<file path="src/sv/rtop_pkg.sv">
// Shared types, codes and helpers for the ranked table with a global offset.
// No dependencies; used by rtop_cell and ranked_table_offset_prune.
package rtop_pkg;

    localparam int KEY_W = 32;
    localparam int WIDE_W = KEY_W + 2;
    localparam int AMT_W = 20;
    localparam int OP_W = 2;
    localparam int ST_W = 3;
    localparam int VAL_W = 31;
    localparam int EVC_W = 32;

    localparam logic [OP_W-1:0] OP_INSERT = 2'd0;
    localparam logic [OP_W-1:0] OP_RAISE  = 2'd1;
    localparam logic [OP_W-1:0] OP_CUT    = 2'd2;
    localparam logic [OP_W-1:0] OP_RANK   = 2'd3;

    localparam logic [ST_W-1:0] ST_DONE     = 3'd0;
    localparam logic [ST_W-1:0] ST_VALID    = 3'd1;
    localparam logic [ST_W-1:0] ST_NOTFOUND = 3'd2;
    localparam logic [ST_W-1:0] ST_BELOW    = 3'd3;
    localparam logic [ST_W-1:0] ST_FULL     = 3'd4;

    typedef logic signed [KEY_W-1:0] t_key;
    typedef logic signed [WIDE_W-1:0] t_wide;

    // broadcast to every cell
    typedef struct packed {
        logic             ins_en;
        logic             kill_en;
        logic             rank_en;
        t_key             key;
        t_wide            thr;
        logic [AMT_W-1:0] rank;
    } t_cmd;

    // handed from a cell to its right-hand neighbour
    typedef struct packed {
        logic ge;
        logic valid;
        t_key key;
    } t_link;

    function automatic t_key sat_key(input t_wide x);
        t_key r;
        if (x[WIDE_W-1:KEY_W-1] == '0 || x[WIDE_W-1:KEY_W-1] == '1) begin
            r = x[KEY_W-1:0];
        end else if (x[WIDE_W-1]) begin
            r = {1'b1, {(KEY_W-1){1'b0}}};
        end else begin
            r = {1'b0, {(KEY_W-1){1'b1}}};
        end
        return r;
    endfunction

endpackage

</file>
<file path="src/sv/rtop_cell.sv">
// One slot of the sorted chain: holds a key and its valid bit.
// Depends on rtop_pkg.
module rtop_cell #(
    parameter int IDX = 0,
    parameter int CNT_W = 7
) (
    input  logic                i_clk,
    input  logic                i_rst_n,
    input  rtop_pkg::t_cmd      i_cmd,
    input  rtop_pkg::t_link     i_left,
    input  logic                i_right_valid,
    output rtop_pkg::t_link     o_link,
    output rtop_pkg::t_key      o_rank_key,
    output logic [CNT_W-1:0]    o_bound
);

    rtop_pkg::t_key r_key;
    logic           r_valid;
    logic           w_ge;
    logic           w_kill;
    rtop_pkg::t_wide w_key_wide;

    assign w_key_wide = {{2{r_key[rtop_pkg::KEY_W-1]}}, r_key};
    assign w_ge   = r_valid && ($signed(r_key) >= $signed(i_cmd.key));
    assign w_kill = r_valid && ($signed(w_key_wide) < $signed(i_cmd.thr));

    always_ff @(posedge i_clk) begin
        if (!i_rst_n) begin
            r_valid <= 1'b0;
        end else if (i_cmd.ins_en && !w_ge) begin
            r_valid <= i_left.ge ? 1'b1 : i_left.valid;
        end else if (i_cmd.kill_en && w_kill) begin
            r_valid <= 1'b0;
        end
    end

    always_ff @(posedge i_clk) begin
        if (i_cmd.ins_en && !w_ge) begin
            r_key <= i_left.ge ? i_cmd.key : i_left.key;
        end
    end

    assign o_link = '{ge: w_ge, valid: r_valid, key: r_key};
    assign o_rank_key = (i_cmd.rank_en && r_valid &&
                         i_cmd.rank == rtop_pkg::AMT_W'(IDX + 1)) ? r_key : '0;
    assign o_bound = (r_valid && !i_right_valid) ? CNT_W'(IDX + 1) : '0;

endmodule

</file>
<file path="config.mk">
export PLATFORM = sky130hd
export DESIGN_NAME = rtop_cell
export DESIGN_NICKNAME = d
export VERILOG_FILES = /design/src/sv/rtop_pkg.sv /design/src/sv/rtop_cell.sv
export SDC_FILE = /design/constraint.sdc
export NUM_CORES = 1
export LEC_CHECK = 0
export ABC_AREA = 1
export BUFFER_PORTS_ARGS = -buffer_cell sky130_fd_sc_hd__buf_4
export CAP_MARGIN = 5
export CORE_MARGIN = 1
export CORE_UTILIZATION = 49
export CTS_BUF_LIST = sky130_fd_sc_hd__clkbuf_4 sky130_fd_sc_hd__clkbuf_8 sky130_fd_sc_hd__clkbuf_16
export DETAILED_ROUTE_END_ITERATION = 16
export PLACE_DENSITY_LB_ADDON = 0.2
export SLEW_MARGIN = 20
export SYNTH_ARGS = -nofsm -noshare
export SYNTH_HDL_FRONTEND = slang
export SYNTH_SLANG_ARGS = --single-unit
</file>
<file path="constraint.sdc">
create_clock -name i_clk -period 3.8 [get_ports i_clk]
set_input_delay 0.19 -clock i_clk [delete_from_list [all_inputs] [get_ports i_clk]]
set_output_delay 0.19 -clock i_clk [all_outputs]
set_load 0.02 [all_outputs]
</file>
==> out/qor.json, run 1 <==
{
  "detailed_routing": {
    "drt_wl_total_um": 10400,
    "detailroute.via_count": 3749,
    "detail_route.wl_per_cell_um": 13.4,
    "initialDrtViolationCount": 119,
    "via_density": 4.86,
    "dr.pass1.iters": 4,
    "detail_route.drc_violations": 0,
    "detail-route-antenna-nets": 0
  },
  "synth": {
    "synth_area_leaders": "edfxtp_1, ha_1, inv_1",
    "postSynth.topFlopCell": "edfxtp_1",
    "synthArstFlopShare": 0,
    "synth_common_cells": "inv_1, nand2_1, ha_1",
    "synthesis.area_per_instance_um2": 7.36,
    "yosysTopAreaCellShare": 0.268,
    "syn_inst": 488,
    "postSynthRegisterBits": 33,
    "post-synth-top-area-cell": "edfxtp_1",
    "warnings_from_yosys": 0,
    "synth_seq_area_share": 0.273,
    "synth_enable_flop_cells": 32,
    "synth_most_common_cell": "inv_1",
    "post_synth_instance_area_um2": 3590,
    "synth.lib_cells_used.distinct": 27
  },
  "sta": {
    "layout_min_cycle_time_ns": 2.88,
    "max_freq_mhz": 347,
    "worst_slew_margin_rel": 0.464,
    "final_total_negative_setup_slack_ns": 0,
    "timing_hold_violations_final": 0,
    "timing_worst_slew_pin_value_ns": 0.802,
    "final-max-slew-violation-count": 0,
    "setup_violations_final": 0,
    "worst_clk_skew_ns": 0.00607,
    "final_min_period_over_clock_period": 0.759,
    "grt_setup_unrepaired": "no"
  },
  "worst_setup_path": {
    "rrSetupSlack_ns": 0.92,
    "worst_ep_required_time_ns": 3.76,
    "critPathCaptureType": "flip-flop",
    "timing.critical_path.cells": "ha_1, nand2_1, inv_1, nand2_1, nand2_1, nand2_1, nand2_1, a21oi_1, nand2_1, nand2_1, nand3_1, nand2_1, nand2_1, inv_1, buf_4",
    "critical_path.slowest_cell": "edfxtp_1",
    "slowest_delay_ns": 0.45,
    "cp_data_arrival_time_ns": 2.85,
    "cp-start-kind": "flip-flop",
    "crit_path_frequent_cell": "nand2_1",
    "worst-setup-path-type": "flip-flop to flip-flop",
    "critical_path_peak_fanout": 18
  },
  "pwr": {
    "leakagePower_nw": 2.97,
    "power.density_nw_per_um2": 235,
    "power_w": 0.00121,
    "vdd.ir_drop.worst_mv": 0.180
  },
  "final_layout": {
    "layout.nets": 866,
    "sequential_cell_area_um2": 981,
    "n_antenna_cell": 0,
    "layout.filler_cells": 580,
    "multi_input_area_um2": 2070,
    "area.growth.synth_to_final_pct": 43.1,
    "post_route_cells_drive_above_1_share": 0.345
  },
  "grt": {
    "grt_overflow_total": 0,
    "total_global_route_track_usage": 0.267,
    "grt_antenna_before_repair": 0,
    "grt_first_pass_wirelength_um": 16000,
    "met3_global_route_usage": 0.0405,
    "grt_pass1_vias": 3742,
    "grt_util_met2": 0.513,
    "maximum_number_of_pins_on_one_net_before_global_route_repair": 65,
    "top_usage_layer": "met2",
    "use_met1": 0.298
  },
  "die": {
    "design.core.area_um2": 6940,
    "die-area_um2": 7680,
    "initial_utilization": 0.517,
    "floorplan.rows": 30,
    "die_width_um": 87.6,
    "num_io_pins": 199,
    "fp.dieH_um": 87.6
  },
  "clocking": {
    "htreeDepth": 2,
    "cts_tree": "done",
    "cts_num_sinks": 33,
    "cts.repair.resized": 0,
    "cts.hold.buffers_added": 0,
    "ctsRootBufferMaster": "clkbuf_8",
    "cts_buffer_depth": 2,
    "cts-buffers-inserted": 5,
    "buffers_inserted_during_post_cts_setup_optimization": 0,
    "worstSkewPairLatency_ns": 0.28,
    "path_clk_slew_ns": 0.07
  },
  "place": {
    "gp_congestion": 0.857,
    "place.detailed.hpwl_um": 8660,
    "buffer_ports.inserted": 192
  },
  "worst_hold_path": {
    "hp-class": "input port to flip-flop"
  },
  "flow_run": {
    "cap_violations": 0
  },
  "outcome": {
    "run_status": "complete, no violations"
  }
}
-- critical path, delay by kind of cell, from the launching register on --
kind	cells	cell delay, ns
and+or+nand+nor	10	0.70
adders and majority gates	1	0.34
buffers and inverters	3	0.89
DFF	1	0.45
AOI/OAI and AO/OA	1	0.17
-- where the power goes --
group          internal [W]  switching (W)
clock              0.000123       0.000134
sequential         0.000440      0.0000358
combinational      0.000225       0.000250
total              0.000788       0.000420
-- final timing paths --
path | startpoint | endpoint | cells past startpoint
max | r_key[19]$_DFFE_PP_ | r_key[14]$_DFFE_PP_ | 15
min reg2reg | r_valid$_SDFFE_PN0P_ | r_valid$_SDFFE_PN0P_ | 4
max reg2reg | r_key[19]$_DFFE_PP_ | r_key[14]$_DFFE_PP_ | 15
min | i_rst_n | r_valid$_SDFFE_PN0P_ | 3
-- routing by layer --
| layer | wire length, um | share of wire |
|---|---|---|
| met1 | 4050 | 0.39 |
| met2 | 5590 | 0.54 |
| met5 | 0 | 0 |
| met3 | 516 | 0.050 |
| met4 | 198 | 0.019 |
-- kinds of logic (layout without fill, tap and decap cells) --
kind of cell | count (synthesis) | count (layout) | synth area share
fa+ha+maj | 65 | 65 | 0.226
buf+inv | 135 | 318 | 0.156
simple gates | 181 | 181 | 0.235
compound gates | 72 | 72 | 0.106
flops | 33 | 33 | 0.273
mux | 1 | 1 | 0.00313
other cells | 1 | 6 | 0.00104
-- stage by stage --
step,hold WS [ns],cells,utilization,area [um2],setup slack (ns)
final,0.131,772,0.740,5140,0.917
after floorplan,0.311,493,-,3610,1.12
after global placement,0.414,764,0.729,5060,1.01
after CTS,0.130,772,0.740,5140,0.932
after global routing,0.135,772,0.740,5140,0.609
after detailed placement,0.418,764,0.729,5060,0.954
-- registers in the layout (all words and copies together) (netlist names) --
name and cells:
r_key 32, r_valid 1
-- area by class of cell --
| cell class | instances | area share |
|---|---|---|
| inverters | 117 | 0.0854 |
| clock inverters | 3 | 0.00243 |
| well taps | 96 | 0.0234 |
| repair buffers | 193 | 0.282 |
| clock buffers | 5 | 0.0134 |
| multi-input cells | 325 | 0.403 |
| flip-flops and latches | 33 | 0.191 |
-- placed cells by master (no fill, tap or decap), types with 3 or more instances in the layout --
master,synthesis,layout
buf_4,8,193
inv_1,117,117
nor2_2,28,28
clkbuf_8,0,5
nand4_1,7,7
nand3_1,9,9
a21o_1,3,3
a21oi_1,59,59
conb_1,1,6
ha_1,65,65
nor2_1,55,55
nand2_1,73,73
edfxtp_1,32,32
o21ai_0,5,5
o21a_1,3,3
(Power assumes the default switching activity.)
==> run 2: changes to the inputs <==
--- a/config.mk
+++ b/config.mk
@@ -5,11 +5,11 @@
 export SDC_FILE = /design/constraint.sdc
 export NUM_CORES = 1
 export LEC_CHECK = 0
-export ABC_AREA = 1
+export ABC_AREA = 0
 export BUFFER_PORTS_ARGS = -buffer_cell sky130_fd_sc_hd__buf_4
 export CAP_MARGIN = 5
 export CORE_MARGIN = 1
-export CORE_UTILIZATION = 49
+export CORE_UTILIZATION = 41
 export CTS_BUF_LIST = sky130_fd_sc_hd__clkbuf_4 sky130_fd_sc_hd__clkbuf_8 sky130_fd_sc_hd__clkbuf_16
 export DETAILED_ROUTE_END_ITERATION = 16
 export PLACE_DENSITY_LB_ADDON = 0.2
==> constraint.sdc (replaced) <==
create_clock -name i_clk -period 2.3 [get_ports i_clk]
set_input_delay 0.115 -clock i_clk [delete_from_list [all_inputs] [get_ports i_clk]]
set_output_delay 0.115 -clock i_clk [all_outputs]
set_load 0.02 [all_outputs]
==> run 2 against run 1 <==
The run now ends with negative setup slack left. Clock-buffer cell count rose by 3. Worst setup slack got worse by 1.1 ns. Power rose by 89%.
==> out/qor.json, run 2 <==
{
  "die": {
    "die-area": {"value": 8650, "unit": "um2", "change": "+13%"},
    "fp.dieH": {"value": 93.0, "unit": "um", "change": "+6.2%"},
    "floorplan.rows": {"value": 32, "change": "+6.7%"},
    "die_width": {"value": 93.0, "unit": "um", "change": "+6.2%"},
    "num_io_pins": {"value": 199, "change": "unchanged"},
    "design.core.area": {"value": 7890, "unit": "um2", "change": "+14%"},
    "initial_utilization": {"value": 0.431, "change": "-0.0866"}
  },
  "worst_setup_path": {
    "cp_data_arrival_time": {"value": 2.36, "unit": "ns", "change": "-0.49 ns"},
    "cp-start-kind": "flip-flop",
    "critical_path.slowest_cell": "edfxtp_1",
    "cp_top_family": "compound AO/OA/AOI/OAI gates",
    "worst_path_buffer_plus_inverter_count": {"value": 2, "change": "-1"},
    "critical_path_peak_fanout": {"value": 2, "change": "-16"},
    "critPathCaptureType": "output pin",
    "worst-setup-path-type": "flip-flop to output pin",
    "timing.critical_path.cells": "ha_4, nor2b_4, o211ai_1, a2111oi_2, or4_1, o21ai_2, a21boi_2, buf_4, buf_6",
    "worst_ep_required_time": {"value": 2.18, "unit": "ns", "change": "-1.58 ns"},
    "slowest_delay": {"value": 0.44, "unit": "ns", "change": "about the same"},
    "rrSetupSlack": {"value": -0.16, "unit": "ns", "change": "-1.08 ns"}
  },
  "sta": {
    "worst_clk_skew": {"value": 0.00770, "unit": "ns", "change": "+0.00163 ns"},
    "final-max-slew-violation-count": {"value": 0, "change": "unchanged"},
    "holdWs": {"value": 0.132, "unit": "ns", "change": "+0.00146 ns"},
    "setup_violations_final": {"value": 34, "change": "+34"},
    "final_min_period_over_clock_period": 1.08,
    "layout_min_cycle_time_ns": 2.47,
    "max_freq_mhz": 404,
    "timing_hold_violations_final": {"value": 0, "change": "unchanged"},
    "grt_setup_unrepaired": "yes",
    "final.setup.worst_slack": {"value": -0.174, "unit": "ns", "change": "-1.09 ns"}
  },
  "synth": {
    "synthesis.area_per_instance": {"value": 9.38, "unit": "um2", "change": "+27%"},
    "postSynthRegisterBits": {"value": 33, "change": "unchanged"},
    "synth_common_cells": "inv_1, ha_1, and2_1",
    "post-synth-top-area-cell": "edfxtp_1",
    "post_synth_instance_area": {"value": 3400, "unit": "um2", "change": "-5.4%"},
    "synth_area_leaders": "edfxtp_1, ha_1, mux2_2",
    "synth_most_common_cell": "inv_1",
    "synthArstFlopShare": {"value": 0, "change": "unchanged"},
    "yosysTopAreaCellShare": {"value": 0.283, "change": "+0.0154"},
    "syn_inst": {"value": 362, "change": "-26%"},
    "synth_seq_area_share": {"value": 0.289, "change": "+0.0157"},
    "synth_enable_flop_cells": {"value": 32, "change": "unchanged"},
    "postSynth.topFlopCell": "edfxtp_1",
    "warnings_from_yosys": {"value": 0, "change": "unchanged"},
    "synth.lib_cells_used.distinct": {"value": 40, "change": "+48%"}
  },
  "worst_hold_path": {
    "hp-class": "input port to flip-flop"
  },
  "place": {
    "pre_cts_slack": {"value": -0.164, "unit": "ns", "change": "-1.12 ns"},
    "gp_congestion": {"value": 0.850, "change": "-0.76%"},
    "place.detailed.hpwl": {"value": 8090, "unit": "um", "change": "-6.5%"},
    "buffer_ports.inserted": {"value": 192, "change": "unchanged"}
  },
  "detailed_routing": {
    "detail-route-antenna-nets": {"value": 0, "change": "unchanged"},
    "via_density": {"value": 4.93, "change": "+1.5%"},
    "drt_wl_total": {"value": 10100, "unit": "um", "change": "-2.1%"},
    "initialDrtViolationCount": {"value": 89, "change": "-25%"},
    "dr.pass1.iters": {"value": 4, "change": "unchanged"},
    "detail_route.drc_violations": {"value": 0, "change": "unchanged"},
    "detailroute.via_count": {"value": 3456, "change": "-7.8%"},
    "detail_route.wl_per_cell": {"value": 14.5, "unit": "um", "change": "+7.8%"}
  },
  "grt": {
    "grt_util_met2": {"value": 0.414, "change": "-0.0986"},
    "grt_first_pass_wirelength": {"value": 15300, "unit": "um", "change": "-4.4%"},
    "maximum_number_of_pins_on_one_net_before_global_route_repair": {"value": 34, "change": "-48%"},
    "use_met1": {"value": 0.279, "change": "-0.0186"},
    "total_global_route_track_usage": {"value": 0.225, "change": "-0.0415"},
    "met3_global_route_usage": {"value": 0.0390, "change": "-0.00150"},
    "grt_antenna_before_repair": {"value": 0, "change": "unchanged"},
    "grt_pass1_vias": {"value": 3284, "change": "-12%"},
    "top_usage_layer": "met2",
    "grt_overflow_total": {"value": 0, "change": "unchanged"}
  },
  "clocking": {
    "cts_tree": "done",
    "cts_buffer_depth": {"value": 2, "change": "unchanged"},
    "worstSkewPairLatency": {"value": 0.28, "unit": "ns", "change": "about the same"},
    "path_clk_slew": {"value": 0.07, "unit": "ns", "change": "about the same"},
    "cts_num_sinks": {"value": 33, "change": "unchanged"},
    "ctsRootBufferMaster": "clkbuf_8",
    "htreeDepth": {"value": 2, "change": "unchanged"},
    "cts-buffers-inserted": {"value": 5, "change": "unchanged"}
  },
  "final_layout": {
    "area.growth.synth_to_final_pct": 63.7,
    "post_route_cells_drive_above_1_share": {"value": 0.508, "change": "+0.163"},
    "largest_reg_flops": {"value": 32, "change": "unchanged"},
    "layout.nets": {"value": 789, "change": "-8.9%"},
    "largest_registers": "r_key: 32 flops, r_valid: 1 flops",
    "n_antenna_cell": {"value": 0, "change": "unchanged"},
    "layout.filler_cells": {"value": 622, "change": "+7.2%"},
    "layout_commonest_cell": "buf_4",
    "mostFrequentLayoutCells": "buf_4, inv_1, ha_1",
    "max_flop_register": "r_key"
  },
  "pwr": {
    "power_switching_share": {"value": 0.323, "change": "-0.0248"},
    "seqPwrFrac": {"value": 0.341, "change": "-0.053"},
    "power.density": {"value": 411, "unit": "nW/um2", "change": "+75%"},
    "vdd.ir_drop.worst": {"value": 0.282, "unit": "mV", "change": "+57%"},
    "clockPowerShare": {"value": 0.216, "change": "+0.003"},
    "power_switching": {"value": 0.000737, "unit": "W", "change": "+75%"},
    "leakagePower": {"value": 2.90, "unit": "nW", "change": "-2.3%"},
    "internal-power": {"value": 0.00155, "unit": "W", "change": "+96%"},
    "share_comb_of_total_power": {"value": 0.443, "change": "+0.050"}
  },
  "flow_run": {
    "cap_violations": {"value": 0, "change": "unchanged"}
  },
  "outcome": {
    "run_status": "finished with violations",
    "failed_checks": "negative setup slack"
  }
}
run 2: through the flow:
stage	cell area (um2)	total power [W]	setup TNS, ns	utilization	std cells
floorplan	3440	0.00125	-15.13	-	367
global placement	5250	0.00170	-2.34	0.665	685
detailed placement	5250	0.00173	-4.21	0.665	685
CTS	5460	0.00226	-4.01	0.693	699
global route	5560	0.00244	-7.90	0.705	701
finish	5560	0.00228	-5.00	0.705	701
run 2: final timing paths:
kind | depth (start not counted) | startpoint | to
worst max-delay path | 9 | r_key[1]$_DFFE_PP_ | o_link[33]
worst min-delay path | 2 | i_left[25] | r_key[25]$_DFFE_PP_
worst max register to register | 9 | r_key[1]$_DFFE_PP_ | r_key[9]$_DFFE_PP_
worst min register to register | 3 | r_valid$_SDFFE_PN0P_ | r_valid$_SDFFE_PN0P_
run 2: kinds of logic (layout without fill, tap and decap cells):
family                     after synthesis  after routing  synth area share
AOI/OAI and AO/OA                       57             57             0.106
xor gates and xnor gates                 1              1           0.00258
adders and majority gates               65             65             0.239
buffers and inverters                   82            314            0.0994
DFF                                     33             33             0.289
muxes                                   33             33             0.109
other                                    1              6           0.00110
and+or+nand+nor                         90             90             0.154
run 2: power groups by stage:
stage	combinational [W]	clock, W	sequential (W)
final	0.00101	0.000493	0.000780
after global routing	0.00111	0.000539	0.000786
after CTS	0.000981	0.000501	0.000777
after detailed placement	0.000938	0	0.000790
after global placement	0.000917	0	0.000785
after floorplan	0.000390	0	0.000864
run 2: cell type report:
| cell class | count | area [um2] | share of cell area |
|---|---|---|---|
| inverters | 67 | 251 | 0.0452 |
| clock buffers | 8 | 97.6 | 0.0175 |
| repair buffers | 239 | 1830 | 0.329 |
| multi-input cells | 252 | 2270 | 0.409 |
| well taps | 102 | 128 | 0.0229 |
| flip-flops and latches | 33 | 981 | 0.176 |
run 2: what timing repair did:
action | in CTS | in global routing
gates resized for setup | 14 | 10
hold endpoints to repair | 0 | 0
setup endpoints to repair | 34 | 34
hold buffers | 0 | 0
pin swaps | 7 | 12
setup buffers | 6 | 2
run 2: layer usage:
| layer | part of all wire | wire length (um) |
|---|---|---|
| met1 | 0.42 | 4280 |
| met2 | 0.51 | 5210 |
| met3 | 0.061 | 615 |
| met4 | 0.0036 | 37 |
| met5 | 0 | 0 |
